==> src/rtl/s2l_pkg.sv <==
`timescale 1ns / 1ps
// ----------------------------------------------------------------------------
// s2l_pkg
// Shared constants, types and the sRGB linearization table for the
// sRGB to CIELAB (D65) pixel pipeline.
// ----------------------------------------------------------------------------
package s2l_pkg;

   // output fixed point and internal Q format
   localparam int FRACTION_BITS = 6;
   localparam int QBITS         = 24;
   localparam int RND_SHIFT     = QBITS - FRACTION_BITS;

   // datapath widths
   localparam int CODE_W    = 8;
   localparam int LIN_W     = 25;
   localparam int COEF_W    = 20;
   localparam int PROD_W    = LIN_W + COEF_W;
   localparam int SUM_W     = PROD_W + 2;
   localparam int T_W       = 25;
   localparam int ROOT_BITS = 26;
   localparam int F_W       = ROOT_BITS;
   localparam int SQ_W      = 28;
   localparam int CUBE_W    = 30;
   localparam int LAB_W     = 37;

   // f(t) constants
   localparam logic [T_W-1:0] EPS_Q       = 25'd148579;
   localparam int             LIN_DIV     = 1160;
   localparam logic [13:0]    LIN_MUL     = 14'd9033;
   localparam logic [31:0]    LIN_OFS     = 32'd2684355140;
   localparam int             RECIP_SHIFT = 42;
   localparam logic [31:0]    LIN_RECIP   = 32'((64'd1 << RECIP_SHIFT) / 64'd1160);

   // output limits
   localparam int L_LIMIT = 100 << FRACTION_BITS;
   localparam int L_MAX   = (L_LIMIT > 8191) ? 8191 : L_LIMIT;
   localparam int AB_MAX  = 8191;
   localparam int AB_MIN  = -8192;

   // xyz matrix, already divided by the white point, Q20
   typedef logic [0:2][0:2][COEF_W-1:0] coef_mat_type;
   localparam coef_mat_type XYZ_COEF = '{
      '{20'd455036, 20'd394490, 20'd199065},
      '{20'd223004, 20'd749891, 20'd75681},
      '{20'd18620,  20'd114793, 20'd915235}
   };

   // items between pipeline sections
   typedef struct packed {
      logic [2:0][T_W-1:0] t;
      logic                eob;
   } t_item_type;

   typedef struct packed {
      logic [2:0][F_W-1:0] f;
      logic                eob;
   } f_item_type;

   // srgb linearization table, built at elaboration
   typedef logic [255:0][LIN_W-1:0] lin_table_type;

   function automatic lin_table_type build_lin_table();
      lin_table_type   tab;
      longint unsigned t;
      longint unsigned t2;
      longint unsigned y;
      longint unsigned cand;
      longint unsigned y2;
      longint unsigned p5;
      longint unsigned v;
      for (int c = 0; c < 256; c++) begin
         if (c <= 10) begin
            v = (64'(c) * 64'd100 * 64'd16777216 + 64'd164730) / 64'd329460;
         end else begin
            t  = ((64'd1000 * 64'(c) + 64'd14025) * 64'd16777216 + 64'd134512)
                 / 64'd269025;
            t2 = (t * t) >> 24;
            y  = 64'd0;
            for (int b = 24; b >= 0; b--) begin
               cand = y | (64'd1 << b);
               y2   = (cand * cand) >> 24;
               p5   = (((y2 * y2) >> 24) * cand) >> 24;
               if (p5 <= t2) y = cand;
            end
            v = (t2 * y + 64'd8388608) >> 24;
         end
         tab[c] = v[LIN_W-1:0];
      end
      return tab;
   endfunction

   localparam lin_table_type LIN_TABLE = build_lin_table();

endpackage

==> src/rtl/s2l_lab.sv <==
`timescale 1ns / 1ps
// ----------------------------------------------------------------------------
// s2l_lab
// Forms L, a and b from f(x), f(y), f(z), then rounds half away from zero to
// the output fraction and saturates. Two stages, the last is the output.
// ----------------------------------------------------------------------------
module s2l_lab (
   input  logic                  clock,
   input  logic                  reset,
   input  logic                  in_valid,
   output logic                  in_ready,
   input  s2l_pkg::f_item_type   in_item,
   output logic                  out_valid,
   input  logic                  out_ready,
   output logic [12:0]           lightness,
   output logic signed [13:0]    green_red,
   output logic signed [13:0]    blue_yellow,
   output logic                  eob_out
);
   import s2l_pkg::*;

   logic                     va_ff, vb_ff, ena, enb;
   logic signed [LAB_W-1:0]  fx, fy, fz;
   logic signed [LAB_W-1:0]  raw_in [3];
   logic signed [LAB_W-1:0]  raw_ff [3];
   logic signed [LAB_W-1:0]  rnd    [3];
   logic                     eoba_ff;
   logic [12:0]              l_in;
   logic signed [13:0]       a_in, b_in;

   assign enb      = !vb_ff || out_ready;
   assign ena      = !va_ff || enb;
   assign in_ready = ena;

   // scaled differences in q24
   assign fx = LAB_W'(in_item.f[0]);
   assign fy = LAB_W'(in_item.f[1]);
   assign fz = LAB_W'(in_item.f[2]);
   assign raw_in[0] = fy * LAB_W'(116) - (LAB_W'(16) <<< QBITS);
   assign raw_in[1] = (fx - fy) * LAB_W'(500);
   assign raw_in[2] = (fy - fz) * LAB_W'(200);

   // round half away from zero, then saturate
   always_comb begin
      logic [LAB_W-1:0] mag;
      logic [LAB_W-1:0] rmag;
      for (int i = 0; i < 3; i++) begin
         mag    = raw_ff[i][LAB_W-1] ? LAB_W'(-raw_ff[i]) : LAB_W'(raw_ff[i]);
         rmag   = (mag + (LAB_W'(1) << (RND_SHIFT - 1))) >> RND_SHIFT;
         rnd[i] = raw_ff[i][LAB_W-1] ? -signed'(rmag) : signed'(rmag);
      end
      if (rnd[0] < 0) begin
         l_in = '0;
      end else if (rnd[0] > LAB_W'(L_MAX)) begin
         l_in = 13'(L_MAX);
      end else begin
         l_in = rnd[0][12:0];
      end
      if (rnd[1] > LAB_W'(AB_MAX)) a_in = 14'(AB_MAX);
      else if (rnd[1] < LAB_W'(AB_MIN)) a_in = 14'(AB_MIN);
      else a_in = rnd[1][13:0];
      if (rnd[2] > LAB_W'(AB_MAX)) b_in = 14'(AB_MAX);
      else if (rnd[2] < LAB_W'(AB_MIN)) b_in = 14'(AB_MIN);
      else b_in = rnd[2][13:0];
   end

   // valid bits
   always_ff @(posedge clock) begin
      if (reset) begin
         va_ff <= 1'b0;
         vb_ff <= 1'b0;
      end else begin
         if (ena) va_ff <= in_valid;
         if (enb) vb_ff <= va_ff;
      end
   end

   // payload
   always_ff @(posedge clock) begin
      if (ena) begin
         raw_ff  <= raw_in;
         eoba_ff <= in_item.eob;
      end
      if (enb) begin
         lightness   <= l_in;
         green_red   <= a_in;
         blue_yellow <= b_in;
         eob_out     <= eoba_ff;
      end
   end

   assign out_valid = vb_ff;

endmodule
==> config.mk <==
export PLATFORM = sky130hd
export DESIGN_NAME = s2l_lab
export DESIGN_NICKNAME = d
export VERILOG_FILES = /design/src/rtl/s2l_pkg.sv /design/src/rtl/s2l_lab.sv
export SDC_FILE = /design/constraint.sdc
export NUM_CORES = 1
export LEC_CHECK = 0
export BUFFER_PORTS_ARGS = -buffer_cell sky130_fd_sc_hd__buf_2
export CELL_PAD_IN_SITES_DETAIL_PLACEMENT = 2
export CELL_PAD_IN_SITES_GLOBAL_PLACEMENT = 2
export CORE_ASPECT_RATIO = 0.5
export CORE_MARGIN = 2
export CORE_UTILIZATION = 40
export CTS_BUF_LIST = sky130_fd_sc_hd__clkbuf_4 sky130_fd_sc_hd__clkbuf_8 sky130_fd_sc_hd__clkbuf_16
export DETAILED_ROUTE_END_ITERATION = 8
export PLACE_DENSITY = 0.89
export SLEW_MARGIN = 25
export SYNTH_ARGS = -nofsm -noshare
export SYNTH_HDL_FRONTEND = slang
export SYNTH_SLANG_ARGS = --single-unit
==> constraint.sdc <==
create_clock -name clock -period 17.5 [get_ports clock]
set_input_delay 0 -clock clock [delete_from_list [all_inputs] [get_ports clock]]
set_output_delay 0 -clock clock [all_outputs]
set_load 0.005 [all_outputs]
==> results of run 1 <==
[cell type report]
class	instances	share of cell area (%)
clock buffer	18	1.70
timing repair buffer	143	3.05
antenna	8	0.0784
multi-input combinational	1992	66.7
tap	768	3.76
inverter	503	7.40
sequential	145	17.0
clock inverter	14	0.358
[cells in the final DEF, fill, tap and decap left out, drive strengths merged, types with 29 or more instances in the layout]
cell type / netlist / final
edfxtp: 143 / 143
inv: 502 / 503
buf: 22 / 136
xor2: 75 / 75
nor4: 29 / 29
fa: 162 / 162
a21oi: 124 / 124
o21ai: 141 / 141
nand3: 45 / 45
nor3: 62 / 62
xnor2: 183 / 183
o31ai: 37 / 37
nand2: 144 / 144
ha: 283 / 283
nor2b: 30 / 30
nor2: 163 / 163
a21o: 39 / 39
[layer usage]
| metal | vias to the layer above | GRT usage (%) | routed length (um) |
|---|---|---|---|
| met5 | - | 0 | 44 |
| met4 | 6 | 30.3 | 10600 |
| met2 | 1685 | 65.3 | 55700 |
| met1 | 11900 | 43.0 | 43200 |
| li1 | 9544 | - | - |
| met3 | 758 | 12.0 | 11400 |
[cell families (layout without fill, tap and decap cells)]
| family | after synthesis | count (layout) | synth area share (%) |
|---|---|---|---|
| fa+ha+maj | 449 | 449 | 29.0 |
| xor+xnor | 258 | 258 | 9.64 |
| compound gates | 594 | 594 | 17.6 |
| flops | 145 | 145 | 18.4 |
| other cells | 0 | 8 | 0 |
| buf+inv | 571 | 678 | 9.29 |
| mux | 33 | 33 | 1.46 |
| simple gates | 658 | 658 | 14.5 |
[flip-flops by register name, indices dropped and copies added, names as in the netlist]
register / cells
blue_yellow: 14
eob_out: 1
eoba_ff: 1
green_red: 14
lightness: 13
out_valid: 1
raw_ff: 100
va_ff: 1
[how the worst max path moves through the flow]
stage           startpoint  slack (ns)  cells past startpoint         end
2_1_floorplan   in_item[1]       10.35                     32  raw_ff[72]
6_report       in_item[28]        7.43                     33  raw_ff[73]
5_1_grt        in_item[28]        7.13                     33  raw_ff[73]
3_3_place_gp   in_item[28]        9.15                     32  raw_ff[73]
4_1_cts        in_item[28]        8.02                     36  raw_ff[72]
3_5_place_dp   in_item[28]        8.25                     34  raw_ff[73]
[worst reg2reg max path: cells and delay by family (launching register included)]
family / cells / cell delay [ns]
AO/OA/AOI/OAI: 7 / 2.25
XOR/XNOR: 2 / 0.37
adder cells (fa/ha/maj): 1 / 0.35
flip-flops: 1 / 0.59
multiplexers: 1 / 0.39
AND/OR/NAND/NOR: 7 / 2.65
[stage by stage]
stage / hold WS [ns] / setup WS, ns / area, um2
global route: 0.0418 / 7.13 / 25500
detailed placement: 0.184 / 8.25 / 24900
finish: 0.0577 / 7.43 / 25500
global placement: 0.178 / 9.15 / 24900
floorplan: 0.0724 / 10.35 / 23500
CTS: 0.0294 / 8.02 / 25500
[what timing repair did]
action / CTS / global route
hold endpoints to repair: 6 / 0
hold buffers: 7 / 0
endpoints found under the setup margin: 0 / 0
==> flow_metrics.tcl, run 1 <==
set metrics [dict create \
    initialDrtViolationCount 2546 \
    cp_max_fo 7 \
    syn_avg_cell_area_um2 8.68 \
    startpoint_type "input pin" \
    finalSetupTns_ns 0 \
    postSynthCellCount 2708 \
    clk_latency_ns 0.51 \
    post-route-period-util_pct 57.5 \
    detail_route.wl_per_cell_um 33.7 \
    syn2layout_area_growth_pct 8.63 \
    num_rows 62 \
    final_util_pct 44.2 \
    antenna_found_initial 14 \
    start_util_pct 40.7 \
    yosys_warnings 0 \
    overflow 0 \
    worstHoldStart "in_item[29]" \
    timing.rr.start "raw_ff[14]" \
    grt_use_total_pct 39.5 \
    syn_area_um2 23500 \
    clk_pin_slew_worst_paths_ns 0.09 \
    die_area_um2 60800 \
    path_class "in -> reg" \
    r2r_cells 18 \
    crit_top_cell "inv_1" \
    final_nets 3330 \
    cts_sinks 145 \
    rrSetupSlack_ns 10.57 \
    grt_pass1_vias 26700 \
    crit_required_ns 17.82 \
    hold_viol 0 \
    synth_common_cells "inv_1 (502), ha_1 (283), xnor2_1 (183)" \
    synth_top_flop_cell "edfxtp_1" \
    cp_slowest_stage_delay_ns 0.66 \
    multiInputGateArea_um2 17000 \
    vias_per_cell 6.66 \
    die_y_um 175 \
    ios 127 \
    post_cts_buffers 0 \
    yosys_register_bits 145 \
    layout-drive-gt1-share_pct 8.95 \
    synth_area_leaders "edfxtp_1 (18%), ha_1 (15%), fa_1 (14%)" \
    placedCellCount 3544 \
    fmax_ghz 0.0993 \
    firstDrtPassIters 6 \
    fillers 6342 \
    crit_buf_inv 7 \
    period_needed_ns 10.07 \
    grt_pass1_wl_um 180000 \
    maxSlewHeadroom_pct 14.9 \
    slowest_stage "a211oi_1" \
    status "finished, final reports clean" \
    worst_slew_pin_slew_ns 1.26 \
    crit_path_end_kind "flop" \
    grt_max_degree 84 \
    cts_tree "yes" \
    cts_max_path_buffers 2 \
    maxCapViolations 0 \
    stdcell_count 3591 \
    clock-skew-final_ns 0.0333 \
    vias 23900 \
    cts.repair.resized 0 \
    ys_types 102 \
    synth.most_common_cell "inv_1" \
    port_buffers 126 \
    synth-edff-count 143 \
    drc_errors 0 \
    hpwl_um 77100 \
    root_buffer "clkbuf_16" \
    routabilityCongestion 0.917 \
    hold_path.class "in -> reg" \
    yosysTopAreaCellShare_pct 18.3 \
    async_flop_share_pct 0 \
    detail-route-antenna-nets 0 \
    maxSlewViolCount 0 \
    crit_family "compound AO/OA/AOI/OAI gates" \
    synth_nets 3236 \
    timing.rr.end "blue_yellow[10]" \
    core_area_um2 57700 \
    cts_buffers 17 \
    yosysTopAreaCell "edfxtp_1" \
    hold_path_depth 2 \
    cts_htree_levels 4 \
    synth-seq-area-share_pct 18.4 \
    finalWirelength_um 121000 \
    arrival_ns 10.38 \
    seq_area_um2 4330 \
    min_to "raw_ff[78]" \
    rsz0062_at_grt "false" \
    die_width_um 347 \
    setup_violations 0 \
]
Power of run 1 is not shown: default switching activity piles up to over one toggle a cycle in this logic, so the estimate is an artifact.
==> inputs of run 2 (changes only) <==
==> constraint.sdc (replaced) <==
create_clock -name clock -period 9.28 [get_ports clock]
set_input_delay 0 -clock clock [delete_from_list [all_inputs] [get_ports clock]]
set_output_delay 0 -clock clock [all_outputs]
set_load 0.005 [all_outputs]
==> run 2 against run 1 <==
Net effect: cell count barely moved; die area did not move; sequential share of layout area fell by 0.057 points; sequential cell count did not move.
==> flow_metrics.tcl, run 2 (synthesized netlist as in run 1, its figures left out) <==
set metrics [dict create \
    reg_top3 "raw_ff: 100 flops, blue_yellow: 14 flops, green_red: 14 flops" \
    r2r_cells 17 \
    firstDrtPassIters 7 \
    finalWirelength_um 109000 \
    hpwl_um 76300 \
    maxSlewHeadroom_pct 26.8 \
    hold_viol 0 \
    maxSlewViolCount 0 \
    core_area_um2 57700 \
    port_buffers 126 \
    crit_required_ns 9.47 \
    cts_sinks 145 \
    finalSetupTns_ns 0 \
    grt_use_total_pct 35.5 \
    fmax_ghz 0.110 \
    timing.final.ws_setup_ns 0.198 \
    slowest_stage "fa_1" \
    timing.rr.start "raw_ff[53]" \
    place_ws_ns -0.0733 \
    maxCapViolations 0 \
    path_class "in -> reg" \
    hold_path.class "in -> reg" \
    worstHoldStart "out_ready" \
    final_nets 3331 \
    cp_slowest_stage_delay_ns 0.55 \
    grt_max_degree 84 \
    root_buffer "clkbuf_16" \
    die_width_um 347 \
    drc_errors 0 \
    worst-path-stages 35 \
    largest_reg_flops 100 \
    cts_tree "yes" \
    worst_slew_pin_slew_ns 1.09 \
    startpoint_type "input pin" \
    cts_buffers 17 \
    crit_path_end_kind "flop" \
    detail_route.wl_per_cell_um 30.4 \
    overflow 0 \
    grt_pass1_vias 25900 \
    initialDrtViolationCount 2138 \
    detail-route-antenna-nets 0 \
    crit_top_cell "inv_1" \
    vias_per_cell 6.36 \
    antenna_found_initial 9 \
    post-route-period-util_pct 97.9 \
    vias 22800 \
    clk_pin_slew_worst_paths_ns 0.08 \
    layout_common_cells "inv_1 (501), ha_1 (283), xnor2_1 (181), nor2_1 (163), fa_1 (162)" \
    placedCellCount 3546 \
    cp_max_fo 7 \
    layout-drive-gt1-share_pct 9.20 \
    final_util_pct 44.4 \
    syn2layout_area_growth_pct 8.99 \
    start_util_pct 40.7 \
    num_rows 62 \
    die_area_um2 60800 \
    hold_path_depth 4 \
    grt_pass1_wl_um 166000 \
    final_common_cell "inv_1" \
    timing.rr.end "green_red[1]" \
    ios 127 \
    period_needed_ns 9.08 \
    setup_violations 0 \
    arrival_ns 9.28 \
    status "finished, final reports clean" \
    min_to "va_ff" \
    cts_max_path_buffers 2 \
    largest_register "raw_ff" \
    routabilityCongestion 0.891 \
    clk_latency_ns 0.48 \
    crit_buf_inv 7 \
    die_y_um 175 \
    cts_htree_levels 4 \
    rrSetupSlack_ns 2.41 \
    clock-skew-final_ns 0.0254 \
    crit_family "compound AO/OA/AOI/OAI gates" \
    stdcell_count 3588 \
]
run 2: cell types whose count changed in the layout (fill, tap and decap cells not counted), sizes merged:
cell and change:
buf +2, bufinv +2, clkinv -4, diode -3, dlygate4sd3 -1, inv +1
run 2: timing repair:
item                       in CTS  in global routing
buffers inserted                0                  0
hold endpoints to repair        6                  0
gates resized for setup         2                  3
hold buffers                    6                  0
setup endpoints to repair       3                  4
run 2: worst max-delay path by stage:
stage,start,endpoint,slack [ns]
3_5_place_dp,in_item[28],raw_ff[73],-0.07
4_1_cts,in_item[28],raw_ff[73],0.16
5_1_grt,in_item[28],raw_ff[72],-0.002
2_1_floorplan,in_item[1],raw_ff[72],2.13
6_report,in_item[28],raw_ff[72],0.20
3_3_place_gp,in_item[28],raw_ff[73],1.02
run 2: worst register-to-register path: stages (launching register included):
cell	delay (ns)
edfxtp_1	0.38
nor4_1	0.74
nand4_1	0.21
buf_4	0.29
o21ai_0	0.29
xnor2_1	0.16
ha_1	0.32
nand2b_1	0.12
nand2b_1	0.17
o32ai_1	0.22
or2_2	0.24
nand3_1	0.27
o31ai_1	0.75
o21bai_1	0.40
or3_1	0.44
a221o_1	0.40
o41ai_4	0.82
o21ai_0	0.31
run 2: area by class of cell:
cell class | instances | area, um2
Multi-Input combinational cell | 1992 | 17100
Clock buffer | 18 | 433
Fill cell | 6371 | 32100
Antenna cell | 5 | 12.5
Sequential cell | 145 | 4330
Timing Repair Buffer | 144 | 785
Inverter | 503 | 1890
Clock inverter | 13 | 138
Tap cell | 768 | 961
run 2: stage by stage:
| step | cell area, um2 | hold slack [ns] |
|---|---|---|
| 2_1_floorplan | 23500 | 0.0724 |
| 6_report | 25600 | 0.0125 |
| 3_3_place_gp | 24900 | 0.178 |
| 4_1_cts | 25600 | 0.00959 |
| 5_1_grt | 25600 | 0.0334 |
| 3_5_place_dp | 24900 | 0.181 |
run 2: metal layers:
layer	track usage [%]	vias up	part of all wire (%)
li1	-	9531	-
met1	41.4	11700	39
met2	62.7	1188	49
met3	5.92	446	6.4
met4	18.9	6	5.6
met5	0	-	0.044
Power of run 2 is left out for the same reason.
